### src/rtl/rvx_pkg.sv
// ----------------------------------------------------------------------------
// rvx_pkg
// Shared types and constants of the RV32IM execute stage.
// ----------------------------------------------------------------------------
`default_nettype none
package rvx_pkg;
  localparam logic [6:0] OP_R      = 7'd51;
  localparam logic [6:0] OP_LOAD   = 7'd3;
  localparam logic [6:0] OP_IMM    = 7'd19;
  localparam logic [6:0] OP_JALR   = 7'd103;
  localparam logic [6:0] OP_SYS    = 7'd115;
  localparam logic [6:0] OP_STORE  = 7'd35;
  localparam logic [6:0] OP_BRANCH = 7'd99;
  localparam logic [6:0] OP_AUIPC  = 7'd23;
  localparam logic [6:0] OP_LUI    = 7'd55;
  localparam logic [6:0] OP_JAL    = 7'd111;

  localparam logic [2:0] SYS_NONE  = 3'd0;
  localparam logic [2:0] SYS_INT   = 3'd1;
  localparam logic [2:0] SYS_STR   = 3'd2;
  localparam logic [2:0] SYS_EXIT  = 3'd3;
  localparam logic [2:0] SYS_CHAR  = 3'd4;
  localparam logic [2:0] SYS_UNDEF = 3'd5;
  localparam logic [2:0] SYS_EXIT2 = 3'd6;

  typedef struct packed {
    logic        mode;
    logic [31:0] instruction;
    logic [15:0] loader_address;
    logic [7:0]  loader_byte;
  } in_word_t;

  typedef struct packed {
    logic [31:0] next_pc;
    logic        reg_written;
    logic [4:0]  dest_index;
    logic [31:0] dest_value;
    logic        fault;
    logic [2:0]  sys_kind;
    logic [31:0] sys_arg;
    logic        running;
  } out_word_t;

  typedef enum logic [2:0] {
    ST_IDLE, ST_READ, ST_MUL, ST_DIV, ST_MEM, ST_WRITE, ST_OUT, ST_CLEAR
  } be_state_t;
endpackage
`default_nettype wire

### src/rtl/rvx_stream_if.sv
// ----------------------------------------------------------------------------
// rvx_stream_if
// Valid/ready channel carrying one word of a given type.
// ----------------------------------------------------------------------------
`default_nettype none
interface rvx_stream_if #(parameter type T = logic) ();
  logic valid;
  logic ready;
  T     data;
  modport source (output valid, output data, input ready);
  modport sink (input valid, input data, output ready);
endinterface
`default_nettype wire

### src/rtl/rvx_front.sv
// ----------------------------------------------------------------------------
// rvx_front
// Accepts input words and holds them in a two-entry queue for the back end.
// ----------------------------------------------------------------------------
`default_nettype none
module rvx_front (
  input  wire logic clk,
  input  wire logic rst,
  rvx_stream_if.sink   in_ch,
  rvx_stream_if.source q_ch
);
  rvx_pkg::in_word_t q [2];
  logic              wp;
  logic              rp;
  logic [1:0]        cnt;
  logic              push;
  logic              pop;

  assign in_ch.ready = (cnt != 2'd2);
  assign push        = in_ch.valid && in_ch.ready;
  assign pop         = q_ch.valid && q_ch.ready;
  assign q_ch.valid  = (cnt != 2'd0);
  assign q_ch.data   = q[rp];

  // advance queue pointers
  always_ff @(posedge clk) begin
    if (rst) begin
      wp  <= 1'b0;
      rp  <= 1'b0;
      cnt <= 2'd0;
    end else begin
      if (push) wp <= ~wp;
      if (pop) rp <= ~rp;
      cnt <= cnt + {1'b0, push} - {1'b0, pop};
    end
  end

  // store incoming word
  always_ff @(posedge clk) begin
    if (push) q[wp] <= in_ch.data;
  end
endmodule
`default_nettype wire

### src/flat_wrapper.sv
// flat-port wrapper written by rule: the top's interface ports become plain ports
module rvx_front_flat 
  (clk, rst, in_ch_valid, in_ch_data, in_ch_ready, q_ch_valid, q_ch_data, q_ch_ready);
  rvx_stream_if in_ch_i ();
  rvx_stream_if q_ch_i ();
  input  wire logic clk;
  input  wire logic rst;
  input wire logic [$bits(in_ch_i.valid)-1:0] in_ch_valid;
  input wire logic [$bits(in_ch_i.data)-1:0] in_ch_data;
  output wire logic [$bits(in_ch_i.ready)-1:0] in_ch_ready;
  output wire logic [$bits(q_ch_i.valid)-1:0] q_ch_valid;
  output wire logic [$bits(q_ch_i.data)-1:0] q_ch_data;
  input wire logic [$bits(q_ch_i.ready)-1:0] q_ch_ready;
  assign in_ch_i.valid = in_ch_valid;
  assign in_ch_i.data = in_ch_data;
  assign in_ch_ready = in_ch_i.ready;
  assign q_ch_valid = q_ch_i.valid;
  assign q_ch_data = q_ch_i.data;
  assign q_ch_i.ready = q_ch_ready;
  rvx_front u_core (.clk(clk), .rst(rst), .in_ch(in_ch_i), .q_ch(q_ch_i));
endmodule
### config.mk
export PLATFORM = sky130hd
export DESIGN_NAME = rvx_front_flat
export DESIGN_NICKNAME = d
export VERILOG_FILES = /design/src/rtl/rvx_pkg.sv /design/src/rtl/rvx_stream_if.sv /design/src/rtl/rvx_front.sv /design/src/flat_wrapper.sv
export SDC_FILE = /design/constraint.sdc
export NUM_CORES = 1
export LEC_CHECK = 0
export ABC_AREA = 1
export BUFFER_PORTS_ARGS = -buffer_cell sky130_fd_sc_hd__buf_2
export CELL_PAD_IN_SITES_DETAIL_PLACEMENT = 1
export CELL_PAD_IN_SITES_GLOBAL_PLACEMENT = 1
export CORE_AREA = 2 2 39 41
export DETAILED_ROUTE_END_ITERATION = 12
export DIE_AREA = 0 0 41 43
export PLACE_DENSITY = 0.55
export SLEW_MARGIN = 40
export SYNTH_ARGS = -nofsm -noshare
export SYNTH_HDL_FRONTEND = slang
export SYNTH_SLANG_ARGS = --single-unit
### constraint.sdc
create_clock -name clk -period 1.4 [get_ports clk]
set_clock_uncertainty 0.2 [all_clocks]
set_input_delay 0.14 -clock clk [delete_from_list [all_inputs] [get_ports clk]]
set_output_delay 0.14 -clock clk [all_outputs]
set_load 0.02 [all_outputs]
==> impl_metrics.json, run 1 <==
{
  "slew_headroom_pct": 91.7,
  "multi_input_area_sq_um": 193,
  "synth_top_area_share_pct": 29.5,
  "cts_tree": "done",
  "cp_data_required_time_ns": 1.34,
  "clock_sinks": 7,
  "slew_violations": 0,
  "syn_avg_cell_area_sq_um": 8.27,
  "drive_gt1_share_pct": 63.5,
  "p_per_area_mw_per_mm2": 2100,
  "cp-end-kind": "register",
  "route.detailed.drc": 0,
  "synth_most_common_cell": "inv_1",
  "critPathBufInv": 2,
  "worst-r2r-setup-slack_ns": -0.11,
  "grt_pass1_vias": 317,
  "crit_type": "reg -> reg",
  "min_from": "q_ch_ready",
  "core_area_sq_mm": 0.00138,
  "synth_cells": 41,
  "start_kind": "register",
  "nNetsFinal": 71,
  "gp_congestion": 0.675,
  "cts_root_buffer": "clkbuf_4",
  "p_total_mw": 1.24,
  "cap_violations": 0,
  "die-area_sq_mm": 0.00176,
  "clk_pin_slew_ns": 0.05,
  "yosysSeqAreaShare_pct": 47.2,
  "total_leakage_power_nw": 0.282,
  "synth_common_cells": "8 x inv_1, 7 x nor2_1, 6 x nand2_1",
  "portBuffers": 7,
  "period_share_pct": 108,
  "top_level_ports": 8,
  "worstSkewPairLatency_ns": 0.25,
  "max_freq_mhz": 663,
  "crit_slowest_cell": "dfxtp_2",
  "synth_warnings": 0,
  "numCtsBuffers": 3,
  "antenna_found_initial": 0,
  "rsz0062_at_grt": "true",
  "h-tree-depth": 1,
  "drtAntennaViolNets": 0,
  "synth.largest_area_cell": "dfxtp_1",
  "area_growth_pct": 74.2,
  "critPathTopFamily": "adder cells",
  "syn_nets": 48,
  "worstHoldPathType": "in -> reg",
  "grt_overflow": 0,
  "drt-total-wl_um": 744,
  "r2r-end": "u_core.cnt[1]",
  "post-route-min-period_ns": 1.51,
  "cts_buffer_depth": 2,
  "max_stage_delay_ns": 0.33,
  "firstDrtPassIters": 2,
  "grt_max_degree": 5,
  "synth_area_sq_um": 339,
  "arrival_ns": 1.45,
  "run_status": "finished, violations left",
  "violations": "hold timing, setup timing",
  "synthTopCellsByArea": "dfxtp_1 30%, edfxtp_1 18%, inv_1 8.9%",
  "fin_util_pct": 42.7,
  "initial_core_util_pct": 24.5,
  "num_rows": 14,
  "ys.flop_type": "dfxtp_1",
  "worst-path-max-fanout": 2,
  "die_y_um": 43,
  "finalHoldViolCount": 1,
  "num_antenna_cells": 0,
  "ys_ff_latch": 7,
  "synth_cell_types": 14,
  "first_iter_violations": 1,
  "avgViaCountPerCell": 4.10,
  "setup_violations": 2,
  "wl_per_cell_um": 9.42,
  "register_area_sq_um": 166,
  "via_count": 324,
  "grt_first_pass_wirelength_um": 1240,
  "whs_ns": -0.000687,
  "final.fill_count": 168,
  "async_reset_ff_share_pct": 0,
  "setup_ws_ns": -0.109,
  "min_path_cells": 4,
  "worstRegToRegCells": 9,
  "crit_chain": "nor2_4 > nor2_4 > ha_4 > inv_2 > ha_4 > inv_2 > nand2_2 > a21oi_2 > nor2_1",
  "die_w_um": 41,
  "vdd_drop_max_mv": 0.745,
  "worst-slew-pin-transition_ns": 0.124,
  "final.setup.tns_ns": -0.117,
  "track_usage_pct": 10.8,
  "reg2reg_from": "u_core.cnt[0]",
  "synth_edf_count": 2
}
==> kinds of logic (layout without fill, tap and decap cells) <==
family	Yosys count	count (layout)	share of synthesized area, %
muxes	1	1	3.32
adders and majority gates	2	2	7.38
DFF	7	7	47.2
buffers and inverters	9	31	9.96
AOI/OAI and AO/OA	2	2	2.95
and+or+nand+nor	20	20	29.2
==> worst max-delay path by stage <==
stage          slack [ns]  cells after the start             to     startpoint
2_1_floorplan       -0.11                      9  u_core.cnt[1]  u_core.cnt[1]
3_3_place_gp        -0.17                      9  u_core.cnt[1]  u_core.cnt[1]
3_5_place_dp        -0.18                     10  u_core.cnt[1]  u_core.cnt[1]
4_1_cts             -0.12                     10  u_core.cnt[1]  u_core.cnt[0]
5_1_grt             -0.20                      9  u_core.cnt[1]  u_core.cnt[0]
6_report            -0.11                      9  u_core.cnt[1]  u_core.cnt[0]
==> layout by cell type, fill, tap and decap left out, drive strengths merged, types with 2 or more instances in the layout <==
cell type / synthesis / layout
nor2: 9 / 9
a21oi: 2 / 2
nand3: 3 / 3
dfxtp: 5 / 5
clkbuf: 0 / 4
edfxtp: 2 / 2
nand2: 8 / 8
buf: 0 / 15
dlygate4sd3: 0 / 3
inv: 9 / 9
ha: 2 / 2
==> worst min-delay path: cells and delay by family <==
family        cells  cell delay [ns]
buf+inv           1             0.09
simple gates      3             0.19
==> cell type report <==
cell class	instances	area share, %
Tap cell	16	3.39
Sequential cell	7	28.2
Timing Repair Buffer	18	25.6
Multi-Input combinational cell	25	32.6
Clock buffer	4	4.45
Inverter	9	5.72
==> power by group <==
group          internal, mW  leakage (nW)  switching [mW]  total, mW
combinational         0.391         0.205           0.339      0.731
clock                 0.109        0.0150          0.0741      0.183
sequential            0.283        0.0614          0.0442      0.327
==> stage by stage <==
stage / setup slack (ns) / cells / instance area (sq um) / hold slack [ns]
2_1_floorplan: -0.114 / 41 / 350 / 0.0112
3_3_place_gp: -0.166 / 70 / 450 / 0.115
3_5_place_dp: -0.178 / 70 / 450 / 0.115
4_1_cts: -0.121 / 78 / 561 / 0.00927
5_1_grt: -0.201 / 79 / 591 / 0.00158
6_report: -0.109 / 79 / 591 / -0.000687
==> metal layers <==
| metal | track usage [%] | vias to the layer above | part of all wire (%) |
|---|---|---|---|
| met5 | 0 | - | 0 |
| met3 | 7.85 | 0 | 6.3 |
| met4 | 2.00 | 0 | 0 |
| met1 | 11.3 | 145 | 41 |
| li1 | - | 170 | - |
| met2 | 16.9 | 9 | 52 |
==> repair_timing <==
action	in CTS	in global routing
resized for setup	13	10
hold buffers	3	0
pin swaps	7	0
setup endpoints to repair	5	6
endpoints found under the hold margin	5	0
buffers inserted	1	1
(Power assumes the default switching activity.)
==> run 2: changes to the inputs <==
- CTS_BUF_LIST: unset -> sky130_fd_sc_hd__clkbuf_4
- SETUP_SLACK_MARGIN: unset -> 0.02
- TNS_END_PERCENT: unset -> 5
==> impl_metrics.json, run 2 (same netlist as run 1, synthesis figures left out) <==
{
  "antenna_found_initial": 0,
  "core_area_sq_mm": 0.00138,
  "drt-total-wl_um": 715,
  "p_per_area_mw_per_mm2": 2110,
  "start_kind": "register",
  "clk_pin_slew_ns": 0.05,
  "cp_data_required_time_ns": 1.34,
  "final.setup.tns_ns": -0.126,
  "vdd_drop_max_mv": 0.769,
  "min_path_cells": 4,
  "top_level_ports": 8,
  "arrival_ns": 1.45,
  "slew_violations": 0,
  "fin_util_pct": 42.4,
  "worstHoldPathType": "in -> reg",
  "worst-path-max-fanout": 2,
  "reg2reg_from": "u_core.cnt[0]",
  "track_usage_pct": 11.3,
  "grt_max_degree": 5,
  "cts_root_buffer": "clkbuf_4",
  "via_count": 314,
  "die-area_sq_mm": 0.00176,
  "worstRegToRegCells": 9,
  "drive_gt1_share_pct": 59.7,
  "max_stage_delay_ns": 0.33,
  "die_y_um": 43,
  "min_from": "q_ch_ready",
  "cts_buffer_depth": 2,
  "p_total_mw": 1.24,
  "numCtsBuffers": 3,
  "initial_core_util_pct": 24.5,
  "worstSkewPairLatency_ns": 0.25,
  "post-route-min-period_ns": 1.51,
  "wl_per_cell_um": 9.17,
  "place_ws_ns": -0.178,
  "whs_ns": 0.00805,
  "num_antenna_cells": 0,
  "portBuffers": 7,
  "setup_violations": 2,
  "cap_violations": 0,
  "finalHoldViolCount": 0,
  "clock_sinks": 7,
  "nNetsFinal": 70,
  "period_share_pct": 108,
  "area_growth_pct": 73.1,
  "setup.worst_path.start": "u_core.cnt[0]",
  "max_freq_mhz": 661,
  "num_rows": 14,
  "final.fill_count": 166,
  "slew_headroom_pct": 91.2,
  "gp_congestion": 0.675,
  "firstDrtPassIters": 3,
  "crit_type": "reg -> reg",
  "crit_slowest_cell": "dfxtp_2",
  "drtAntennaViolNets": 0,
  "layout_commonest_cell": "nor2_1",
  "total_leakage_power_nw": 0.281,
  "grt_overflow": 0,
  "avgViaCountPerCell": 4.03,
  "first_iter_violations": 7,
  "violations": "setup timing",
  "grt_first_pass_wirelength_um": 1280,
  "cts_tree": "done",
  "crit_chain": "nor2_4 > nor2_4 > ha_4 > inv_2 > ha_4 > inv_2 > nand2_2 > a21oi_2 > nor2_1",
  "rsz0062_at_grt": "true",
  "grt_pass1_vias": 323,
  "cp-end-kind": "register",
  "final_cell_mix": "7 x nor2_1, 6 x buf_6, 5 x inv_2, 5 x nand2_2",
  "h-tree-depth": 1,
  "worst-slew-pin-transition_ns": 0.132,
  "die_w_um": 41,
  "route.detailed.drc": 0,
  "run_status": "finished, violations left",
  "setup_ws_ns": -0.112
}
run 2: cell types whose count changed in the layout (fill, tap and decap cells not counted):
cell and delta:
buf_4 -2, buf_6 +1, clkbuf_1 -1, clkbuf_4 +1
dfxtp_1 +1, dfxtp_2 -1, inv_1 +1, inv_2 -1
nor2_1 +1, nor2_2 -1
run 2: report_power, final:
| part | total [mW] | internal, mW | switching [mW] | leakage [nW] |
|---|---|---|---|---|
| logic | 0.706 | 0.375 | 0.331 | 0.202 |
| clock network | 0.202 | 0.128 | 0.0742 | 0.0184 |
| registers | 0.327 | 0.281 | 0.0455 | 0.0610 |
run 2: area by class of cell:
| cell class | instances | area, sq um | area share, % |
|---|---|---|---|
| repair buffers | 17 | 148 | 25.2 |
| inverters | 9 | 33.8 | 5.76 |
| multi-input cells | 25 | 190 | 32.4 |
| clock buffers | 4 | 30.0 | 5.12 |
| well taps | 16 | 20.0 | 3.41 |
| flip-flops and latches | 7 | 165 | 28.1 |
run 2: final timing paths:
kind,endpoint,slack [ns]
hold / removal,register,0.008
setup reg to reg,u_core.cnt[1],-0.11
setup / recovery,u_core.cnt[1],-0.11
hold reg to reg,register,0.30
run 2: what timing repair did:
| action | 4_1_cts | 5_1_grt |
|---|---|---|
| gates resized for setup | 16 | 5 |
| setup buffers | 1 | 0 |
| pin swaps | 7 | 0 |
| hold endpoints to repair | 5 | 0 |
| endpoints found under the setup margin | 7 | 6 |
| hold buffers | 3 | 0 |
run 2: layer usage:
layer  wire, um  vias to the layer above  global-route usage (%)  share of wire, %
met1        297                      140                    11.3                42
met4          0                        0                    4.00                 0
met5          0                        -                       0                 0
met3         47                        0                    7.85               6.6
met2        369                        9                    17.5                52
li1           -                      165                       -                 -
run 2: critical path, delay by kind of cell, from the launching register on:
kind | cells | cell delay (ns)
AOI/OAI and AO/OA | 1 | 0.11
adders and majority gates | 2 | 0.40
buffers and inverters | 2 | 0.07
DFF | 1 | 0.33
and+or+nand+nor | 4 | 0.29
run 2: per-stage QoR:
stage | std cells | instance area [sq um]
final | 78 | 587
after global routing | 78 | 587
after CTS | 78 | 574
after detailed placement | 70 | 450
after global placement | 70 | 450
after floorplan | 41 | 350
